===== src/design/thadc_pkg.sv =====
// Package for the thermistor ADC to temperature block: widths, register
// indexes and the resistance/temperature ROM. No dependencies.
package thadc_pkg;

   localparam int unsigned AdcBits      = 12;
   localparam int unsigned TableEntries = 114;
   localparam int unsigned RefBits      = 20;
   localparam int unsigned ResBits      = 20;
   localparam int unsigned TempBits     = 16;
   localparam int unsigned CsrIdxBits   = 8;
   localparam int unsigned CsrDataBits  = 32;

   localparam logic [CsrIdxBits-1:0] CSR_REF_OHMS   = 8'd0;
   localparam logic [CsrIdxBits-1:0] CSR_FAHRENHEIT = 8'd1;

   localparam logic [RefBits-1:0] RefOhmsReset = 20'd10000;

   // controller to datapath commands
   typedef struct packed {
      logic load;        // capture sample, start resistance division
      logic div_step;    // one restoring-division step
      logic scan_load;   // load ROM interval at scan index
      logic scan_next;   // advance scan index
      logic interp_mul;  // form interpolation numerator
      logic fdiv_init;   // set up final division
      logic fdiv_step;   // one final-division step
      logic finish;      // latch result
   } thadc_cmd_type;

   // datapath to controller status
   typedef struct packed {
      logic rail;        // sample at 0 or full scale
      logic range_bad;   // resistance outside table
      logic hit;         // current interval holds resistance
      logic scan_end;    // last interval reached
   } thadc_sts_type;

   function automatic logic [ResBits-1:0] res_rom(input logic [7:0] idx);
      logic [ResBits-1:0] v;
      unique case (idx)
         8'd0: v=323839; 8'd1: v=300974; 8'd2: v=279880; 8'd3: v=260410;
         8'd4: v=242427; 8'd5: v=225809; 8'd6: v=210443; 8'd7: v=196227;
         8'd8: v=183068; 8'd9: v=170775; 8'd10: v=159488; 8'd11: v=149024;
         8'd12: v=139316; 8'd13: v=130306; 8'd14: v=121939; 8'd15: v=114165;
         8'd16: v=106939; 8'd17: v=100218; 8'd18: v=93909; 8'd19: v=88090;
         8'd20: v=82670; 8'd21: v=77620; 8'd22: v=72914; 8'd23: v=68518;
         8'd24: v=64419; 8'd25: v=60592; 8'd26: v=57017; 8'd27: v=53647;
         8'd28: v=50526; 8'd29: v=47606; 8'd30: v=44874; 8'd31: v=42317;
         8'd32: v=39921; 8'd33: v=37676; 8'd34: v=35573; 8'd35: v=33599;
         8'd36: v=31732; 8'd37: v=29996; 8'd38: v=28365; 8'd39: v=26834;
         8'd40: v=25395; 8'd41: v=24042; 8'd42: v=22770; 8'd43: v=21573;
         8'd44: v=20446; 8'd45: v=19376; 8'd46: v=18378; 8'd47: v=17437;
         8'd48: v=16550; 8'd49: v=15714; 8'd50: v=14925; 8'd51: v=14180;
         8'd52: v=13478; 8'd53: v=12814; 8'd54: v=12182; 8'd55: v=11590;
         8'd56: v=11030; 8'd57: v=10501; 8'd58: v=10000; 8'd59: v=9526;
         8'd60: v=9078; 8'd61: v=8653; 8'd62: v=8251; 8'd63: v=7866;
         8'd64: v=7505; 8'd65: v=7163; 8'd66: v=6838; 8'd67: v=6530;
         8'd68: v=6238; 8'd69: v=5960; 8'd70: v=5697; 8'd71: v=5447;
         8'd72: v=5207; 8'd73: v=4981; 8'd74: v=4766; 8'd75: v=4561;
         8'd76: v=4367; 8'd77: v=4182; 8'd78: v=4006; 8'd79: v=3838;
         8'd80: v=3679; 8'd81: v=3525; 8'd82: v=3380; 8'd83: v=3242;
         8'd84: v=3114; 8'd85: v=2985; 8'd86: v=2865; 8'd87: v=2751;
         8'd88: v=2642; 8'd89: v=2538; 8'd90: v=2438; 8'd91: v=2343;
         8'd92: v=2252; 8'd93: v=2165; 8'd94: v=2082; 8'd95: v=2003;
         8'd96: v=1927; 8'd97: v=1855; 8'd98: v=1785; 8'd99: v=1718;
         8'd100: v=1655; 8'd101: v=1594; 8'd102: v=1536; 8'd103: v=1480;
         8'd104: v=1427; 8'd105: v=1375; 8'd106: v=1326; 8'd107: v=1279;
         8'd108: v=1234; 8'd109: v=1190; 8'd110: v=1149; 8'd111: v=1109;
         8'd112: v=1070; 8'd113: v=1034;
         default: v = '0;
      endcase
      return v;
   endfunction

   function automatic logic signed [TempBits-1:0] temp_rom(input logic [7:0] idx);
      logic signed [TempBits-1:0] v;
      unique case (idx)
         8'd0: v=-3944; 8'd1: v=-3833; 8'd2: v=-3722; 8'd3: v=-3611;
         8'd4: v=-3500; 8'd5: v=-3389; 8'd6: v=-3278; 8'd7: v=-3167;
         8'd8: v=-3056; 8'd9: v=-2944; 8'd10: v=-2833; 8'd11: v=-2722;
         8'd12: v=-2611; 8'd13: v=-2500; 8'd14: v=-2389; 8'd15: v=-2278;
         8'd16: v=-2167; 8'd17: v=-2056; 8'd18: v=-1944; 8'd19: v=-1833;
         8'd20: v=-1722; 8'd21: v=-1611; 8'd22: v=-1500; 8'd23: v=-1389;
         8'd24: v=-1278; 8'd25: v=-1167; 8'd26: v=-1056; 8'd27: v=-944;
         8'd28: v=-833; 8'd29: v=-722; 8'd30: v=-611; 8'd31: v=-500;
         8'd32: v=-389; 8'd33: v=-278; 8'd34: v=-167; 8'd35: v=-56;
         8'd36: v=56; 8'd37: v=167; 8'd38: v=278; 8'd39: v=389;
         8'd40: v=500; 8'd41: v=611; 8'd42: v=722; 8'd43: v=833;
         8'd44: v=944; 8'd45: v=1056; 8'd46: v=1167; 8'd47: v=1278;
         8'd48: v=1389; 8'd49: v=1500; 8'd50: v=1611; 8'd51: v=1722;
         8'd52: v=1833; 8'd53: v=1944; 8'd54: v=2056; 8'd55: v=2167;
         8'd56: v=2278; 8'd57: v=2389; 8'd58: v=2500; 8'd59: v=2611;
         8'd60: v=2722; 8'd61: v=2833; 8'd62: v=2944; 8'd63: v=3056;
         8'd64: v=3167; 8'd65: v=3278; 8'd66: v=3389; 8'd67: v=3500;
         8'd68: v=3614; 8'd69: v=3722; 8'd70: v=3833; 8'd71: v=3944;
         8'd72: v=4056; 8'd73: v=4167; 8'd74: v=4278; 8'd75: v=4389;
         8'd76: v=4500; 8'd77: v=4611; 8'd78: v=4722; 8'd79: v=4833;
         8'd80: v=4944; 8'd81: v=5056; 8'd82: v=5167; 8'd83: v=5278;
         8'd84: v=5389; 8'd85: v=5500; 8'd86: v=5614; 8'd87: v=5722;
         8'd88: v=5833; 8'd89: v=5944; 8'd90: v=6056; 8'd91: v=6167;
         8'd92: v=6278; 8'd93: v=6389; 8'd94: v=6500; 8'd95: v=6614;
         8'd96: v=6722; 8'd97: v=6833; 8'd98: v=6944; 8'd99: v=7056;
         8'd100: v=7167; 8'd101: v=7278; 8'd102: v=7389; 8'd103: v=7500;
         8'd104: v=7614; 8'd105: v=7722; 8'd106: v=7833; 8'd107: v=7944;
         8'd108: v=8056; 8'd109: v=8167; 8'd110: v=8278; 8'd111: v=8389;
         8'd112: v=8500; 8'd113: v=8611;
         default: v = '0;
      endcase
      return v;
   endfunction

endpackage


===== src/design/thadc_ctrl.sv =====
// Controller: sequences division, table scan, interpolation and result
// handshake. Depends on thadc_pkg.
module thadc_ctrl #(
   parameter int unsigned ADC_BITS = thadc_pkg::AdcBits
) (
   input  logic                     clock,
   input  logic                     reset,
   input  logic                     start,
   output logic                     busy,
   input  thadc_pkg::thadc_sts_type sts,
   output thadc_pkg::thadc_cmd_type cmd,
   output logic                     done,
   output logic                     bad
);
   import thadc_pkg::*;

   localparam int unsigned QW = RefBits + ADC_BITS;
   localparam int unsigned NW = 48;
   localparam int unsigned CW = $clog2(NW + 1);

   typedef enum logic [3:0] {
      ST_IDLE, ST_DIV, ST_CHECK, ST_LOAD, ST_TEST, ST_MUL, ST_FINIT, ST_FDIV,
      ST_FIN, ST_DONE
   } state_type;

   state_type     state_ff;
   logic [CW-1:0] cnt_ff;
   logic          bad_ff;

   assign busy = (state_ff != ST_IDLE);
   assign done = (state_ff == ST_DONE);
   assign bad  = bad_ff;

   always_comb begin
      cmd = '0;
      cmd.load       = (state_ff == ST_IDLE) && start;
      cmd.div_step   = (state_ff == ST_DIV);
      cmd.scan_load  = (state_ff == ST_LOAD);
      cmd.scan_next  = (state_ff == ST_TEST) && !sts.hit;
      cmd.interp_mul = (state_ff == ST_MUL);
      cmd.fdiv_init  = (state_ff == ST_FINIT);
      cmd.fdiv_step  = (state_ff == ST_FDIV);
      cmd.finish     = (state_ff == ST_FIN);
   end

   always_ff @(posedge clock) begin
      if (reset) begin
         state_ff <= ST_IDLE;
         cnt_ff   <= '0;
         bad_ff   <= 1'b0;
      end else begin
         unique case (state_ff)
            ST_IDLE: if (start) begin
               state_ff <= ST_DIV;
               cnt_ff   <= CW'(QW - 1);
            end
            ST_DIV: begin
               cnt_ff <= cnt_ff - CW'(1);
               if (cnt_ff == '0) state_ff <= ST_CHECK;
            end
            ST_CHECK: if (sts.rail || sts.range_bad) begin
               bad_ff   <= 1'b1;
               state_ff <= ST_DONE;
            end else begin
               bad_ff   <= 1'b0;
               state_ff <= ST_LOAD;
            end
            ST_LOAD: state_ff <= ST_TEST;
            // advance through intervals until one holds the resistance
            ST_TEST: if (sts.hit) state_ff <= ST_MUL;
               else if (sts.scan_end) begin
                  bad_ff   <= 1'b1;
                  state_ff <= ST_DONE;
               end else state_ff <= ST_LOAD;
            ST_MUL: state_ff <= ST_FINIT;
            ST_FINIT: begin
               state_ff <= ST_FDIV;
               cnt_ff   <= CW'(NW - 1);
            end
            ST_FDIV: begin
               cnt_ff <= cnt_ff - CW'(1);
               if (cnt_ff == '0) state_ff <= ST_FIN;
            end
            ST_FIN:  state_ff <= ST_DONE;
            ST_DONE: state_ff <= ST_IDLE;
            default: state_ff <= ST_IDLE;
         endcase
      end
   end

   a_done_after_busy: assert property (@(posedge clock) disable iff (reset)
      done |-> $past(busy)) else $error("done without work");
   a_load_idle: assert property (@(posedge clock) disable iff (reset)
      cmd.load |=> busy) else $error("load did not start work");
   a_one_step: assert property (@(posedge clock) disable iff (reset)
      $onehot0({cmd.div_step, cmd.fdiv_step, cmd.scan_load, cmd.interp_mul}))
      else $error("overlapping datapath commands");

endmodule

===== config.mk =====
export PLATFORM = sky130hd
export DESIGN_NAME = thadc_ctrl
export DESIGN_NICKNAME = d
export VERILOG_FILES = /design/src/design/thadc_pkg.sv /design/src/design/thadc_ctrl.sv
export SDC_FILE = /design/constraint.sdc
export NUM_CORES = 1
export LEC_CHECK = 0
export BUFFER_PORTS_ARGS = -buffer_cell sky130_fd_sc_hd__buf_2
export CAP_MARGIN = 40
export CORE_UTILIZATION = 50
export CTS_BUF_LIST = sky130_fd_sc_hd__clkbuf_8
export DETAILED_ROUTE_END_ITERATION = 10
export GPL_TIMING_DRIVEN = 0
export PLACE_DENSITY = 0.72
export SLEW_MARGIN = 20
export SYNTH_ARGS = -nofsm -noshare
export SYNTH_HDL_FRONTEND = slang
export SYNTH_SLANG_ARGS = --single-unit

===== constraint.sdc =====
create_clock -name clock -period 1.6 [get_ports clock]
set_clock_uncertainty 0.2 [all_clocks]
set_input_delay 0.32 -clock clock [delete_from_list [all_inputs] [get_ports clock]]
set_output_delay 0.32 -clock clock [all_outputs]
set_load 0.01 [all_outputs]

==> summary.txt <==
Place
  – IO buf count: 17
  – Final HPWL DP: roughly 1.4 mm
  – Place WS: -0.192 ns
  – Routability-driven placement congestion ratio: 0.906

Clock network
  – H-Tree Depth: 1
  – Clk pin slew, worst setup/hold paths: 0.05 ns
  – Clock Tree Root: clkbuf_8
  – CTS tree: yes
  – Worst-skew pair later-pin latency: 0.24 ns
  – Cts bufs inserted: 3
  – Clock Sinks: 11
  – CTS Buffer Depth: 2

Timing
  – Fin. max-slew vios: 0
  – Worst Tran Pin Value: 0.532 ns
  – TNS Setup: -0.668 ns
  – Fin crit share: 110%
  – Fin Hold WS: approximately 0.19 ns
  – Tmin final: approximately 1.8 ns
  – Final worst slack: -0.153 ns
  – Final setup viols: 10
  – Final Hold Viols: 0
  – RSZ-0062 raised after global routing: true
  – F_max: 0.570 GHz
  – Slew margin rel.: between 60% and 70%

Die
  – Die Ht: ~42 µm
  – Die area: 1750 µm²
  – Placeable Area: 1490 µm²
  – Die width: 41.9 µm
  – Initial Utilization: 53.4%
  – Site row count: 14
  – IO Pins: 18

Critical path
  – CP required: between 1 and 1.5 ns
  – Crit Path Max Fanout: 6
  – Crit. End Element: output port
  – Worst EP arrival: 1.23 ns
  – CP Class: reg -> out
  – Reg2Reg Depth: 6
  – Setup crit start kind: register

Pwr
  – Leak: between 0.5 and 0.6 nW
  – Total power: 2.49 mW
  – VDD IR-drop max: 1.35 mV
  – Power per Cell Area: between 2000 and 2500 nW/µm²

Logic synthesis
  – Mean Syn Cell Area: ~7.5 µm²
  – Syn_nets: 115
  – Leading area contributor after synthesis: dfxtp_1
  – Post-synthesis sequential area ratio: between 20% and 30%
  – Largest cells by area after synthesis: dfxtp_1 28%, nor2_1 6.1%, nor3_1 5.7%
  – Synth top area share: between 20% and 30%
  – Post-synth EDFFs: 0
  – Main flop type after synthesis: dfxtp_1
  – Post-synth ARST share: 0%
  – Mapped Area: 795 µm²
  – YS warnings: 0
  – #FFs+latches synth: 11
  – Post-Syn Instances: 106
  – Library cells used by synthesis: 38

Status
  – Outcome: complete, but fails checks
  – Failing checks: negative setup slack

Global route
  – GR Layer Usage met3: between 8 and 9%
  – GR peak layer: met1
  – Met1 GRT Util: approximately two fifths
  – Total Routing Usage GR: 26.4%
  – Vias in the first global route: ~830
  – Global-route wire length before repair: 3.57 mm
  – Largest net degree at the start of global routing: 11
  – Met2 Resource Use GR: between 30% and 40%
  – Antenna violations before repair: 0
  – GRT Residual Overflow: 0

Routing
  – DRC: 0
  – Avg Vias per Cell: 6.29
  – Initial drt markers: 45
  – Routed vias: 962
  – Wirelength per Cell: 15.9 µm
  – ANT nets after route: 0
  – Final wirelength: between 2 and 2.5 mm
  – TritonRoute pass-1 iters: 4

Layout
  – Post-layout nets: 147
  – Layout Area Growth over Synthesis: 55.1%
  – Commonest non-fill, non-tap cells in the layout: 17 x buf_2, 10 x nor2_1, 7 x buf_4
  – Share of cells above drive strength 1: between 40% and 50%
  – N_diodes: 0
  – Layout Utilization: a little over 80%
  – Commonest non-fill, non-tap cell in the layout: buf_2

Min path
  – Worst hold stages: 3
  – Hold crit path type: in -> reg

Run
  – Max-cap violations: 0
-- area by class of cell --
| type | count | area, µm² |
|---|---|---|
| Multi-Input combinational cell | 85 | 649 |
| Fill cell | 86 | 256 |
| Sequential cell | 11 | 234 |
| Timing Repair Buffer | 29 | 206 |
| Buffer | 5 | 66.3 |
| Clock buffer | 3 | 41.3 |
| Tap cell | 16 | 20.0 |
| Inverter | 3 | 11.3 |
| Clock inverter | 1 | 3.75 |
-- cells in the mapped netlist (all sizes together), types with 2 or more instances --
| cell type | number |
|---|---|
| ha | 2 |
| inv | 3 |
| nor3 | 9 |
| clkbuf | 2 |
| buf | 5 |
| a31oi | 3 |
| a311oi | 3 |
| or3 | 3 |
| o21ai | 7 |
| or2 | 2 |
| nor3b | 3 |
| dfxtp | 11 |
| nand2b | 4 |
| nor2 | 13 |
| nand2 | 8 |
| a21oi | 6 |
| nand3 | 2 |
| nand3b | 3 |
-- report_power, final --
part | internal [mW] | total [mW] | leakage (nW) | switching, mW
clock network | 0.168 | 0.267 | 0.0269 | 0.0991
registers | 0.409 | 0.578 | 0.0933 | 0.168
logic | 0.843 | 1.65 | 0.407 | 0.804
total | 1.42 | 2.49 | 0.527 | 1.07
-- kinds of logic after synthesis --
kind of cell    after synthesis  synth area share [%]
flops                        11                  27.7
buf+inv                      10                  6.30
compound gates               27                  24.4
simple gates                 54                  36.1
fa+ha+maj                     2                  3.15
xor+xnor                      1                  1.10
mux                           1                  1.26
-- timing repair --
| item | CTS | global route |
|---|---|---|
| pin swaps | 15 | 10 |
| gates resized for setup | 28 | 23 |
| setup buffers | 8 | 5 |
| hold buffers | 0 | 0 |
| endpoints found under the setup margin | 12 | 19 |
-- metrics by stage --
step / std cells / area, µm²
after floorplan: 106 / 810
after global placement: 139 / 915
after detailed placement: 139 / 915
after CTS: 151 / 1140
after global routing: 153 / 1230
final: 153 / 1230
-- sequential cells by signal (all words and copies together), names as in the netlist --
register  flops
bad           1
cnt_ff        6
state_ff      4
-- worst max-delay path, stage by stage (launching register included) --
cell and delay, ns:
dfxtp_4 0.36, clkbuf_16 0.16, nor2_4 0.13, nor4bb_4 0.19
buf_2 0.16
-- worst paths after layout --
check,start,to,slack [ns]
min,reset,state_ff[2]$_SDFFE_PP0P_,0.19
max reg2reg,state_ff[1]$_SDFFE_PP0P_,cnt_ff[4]$_SDFFE_PP0P_,-0.04
max,state_ff[1]$_SDFFE_PP0P_,cmd[4],-0.15
min reg2reg,cnt_ff[0]$_SDFFE_PP0P_,cnt_ff[0]$_SDFFE_PP0P_,0.28
-- layer usage --
metal | share of wire (%) | vias to the layer above
met5 | 0 | -
li1 | - | 448
met1 | 45 | 462
met3 | 7.7 | 4
met4 | 0.90 | 0
met2 | 47 | 48
No activity file was read; power rests on OpenSTA's default activity.
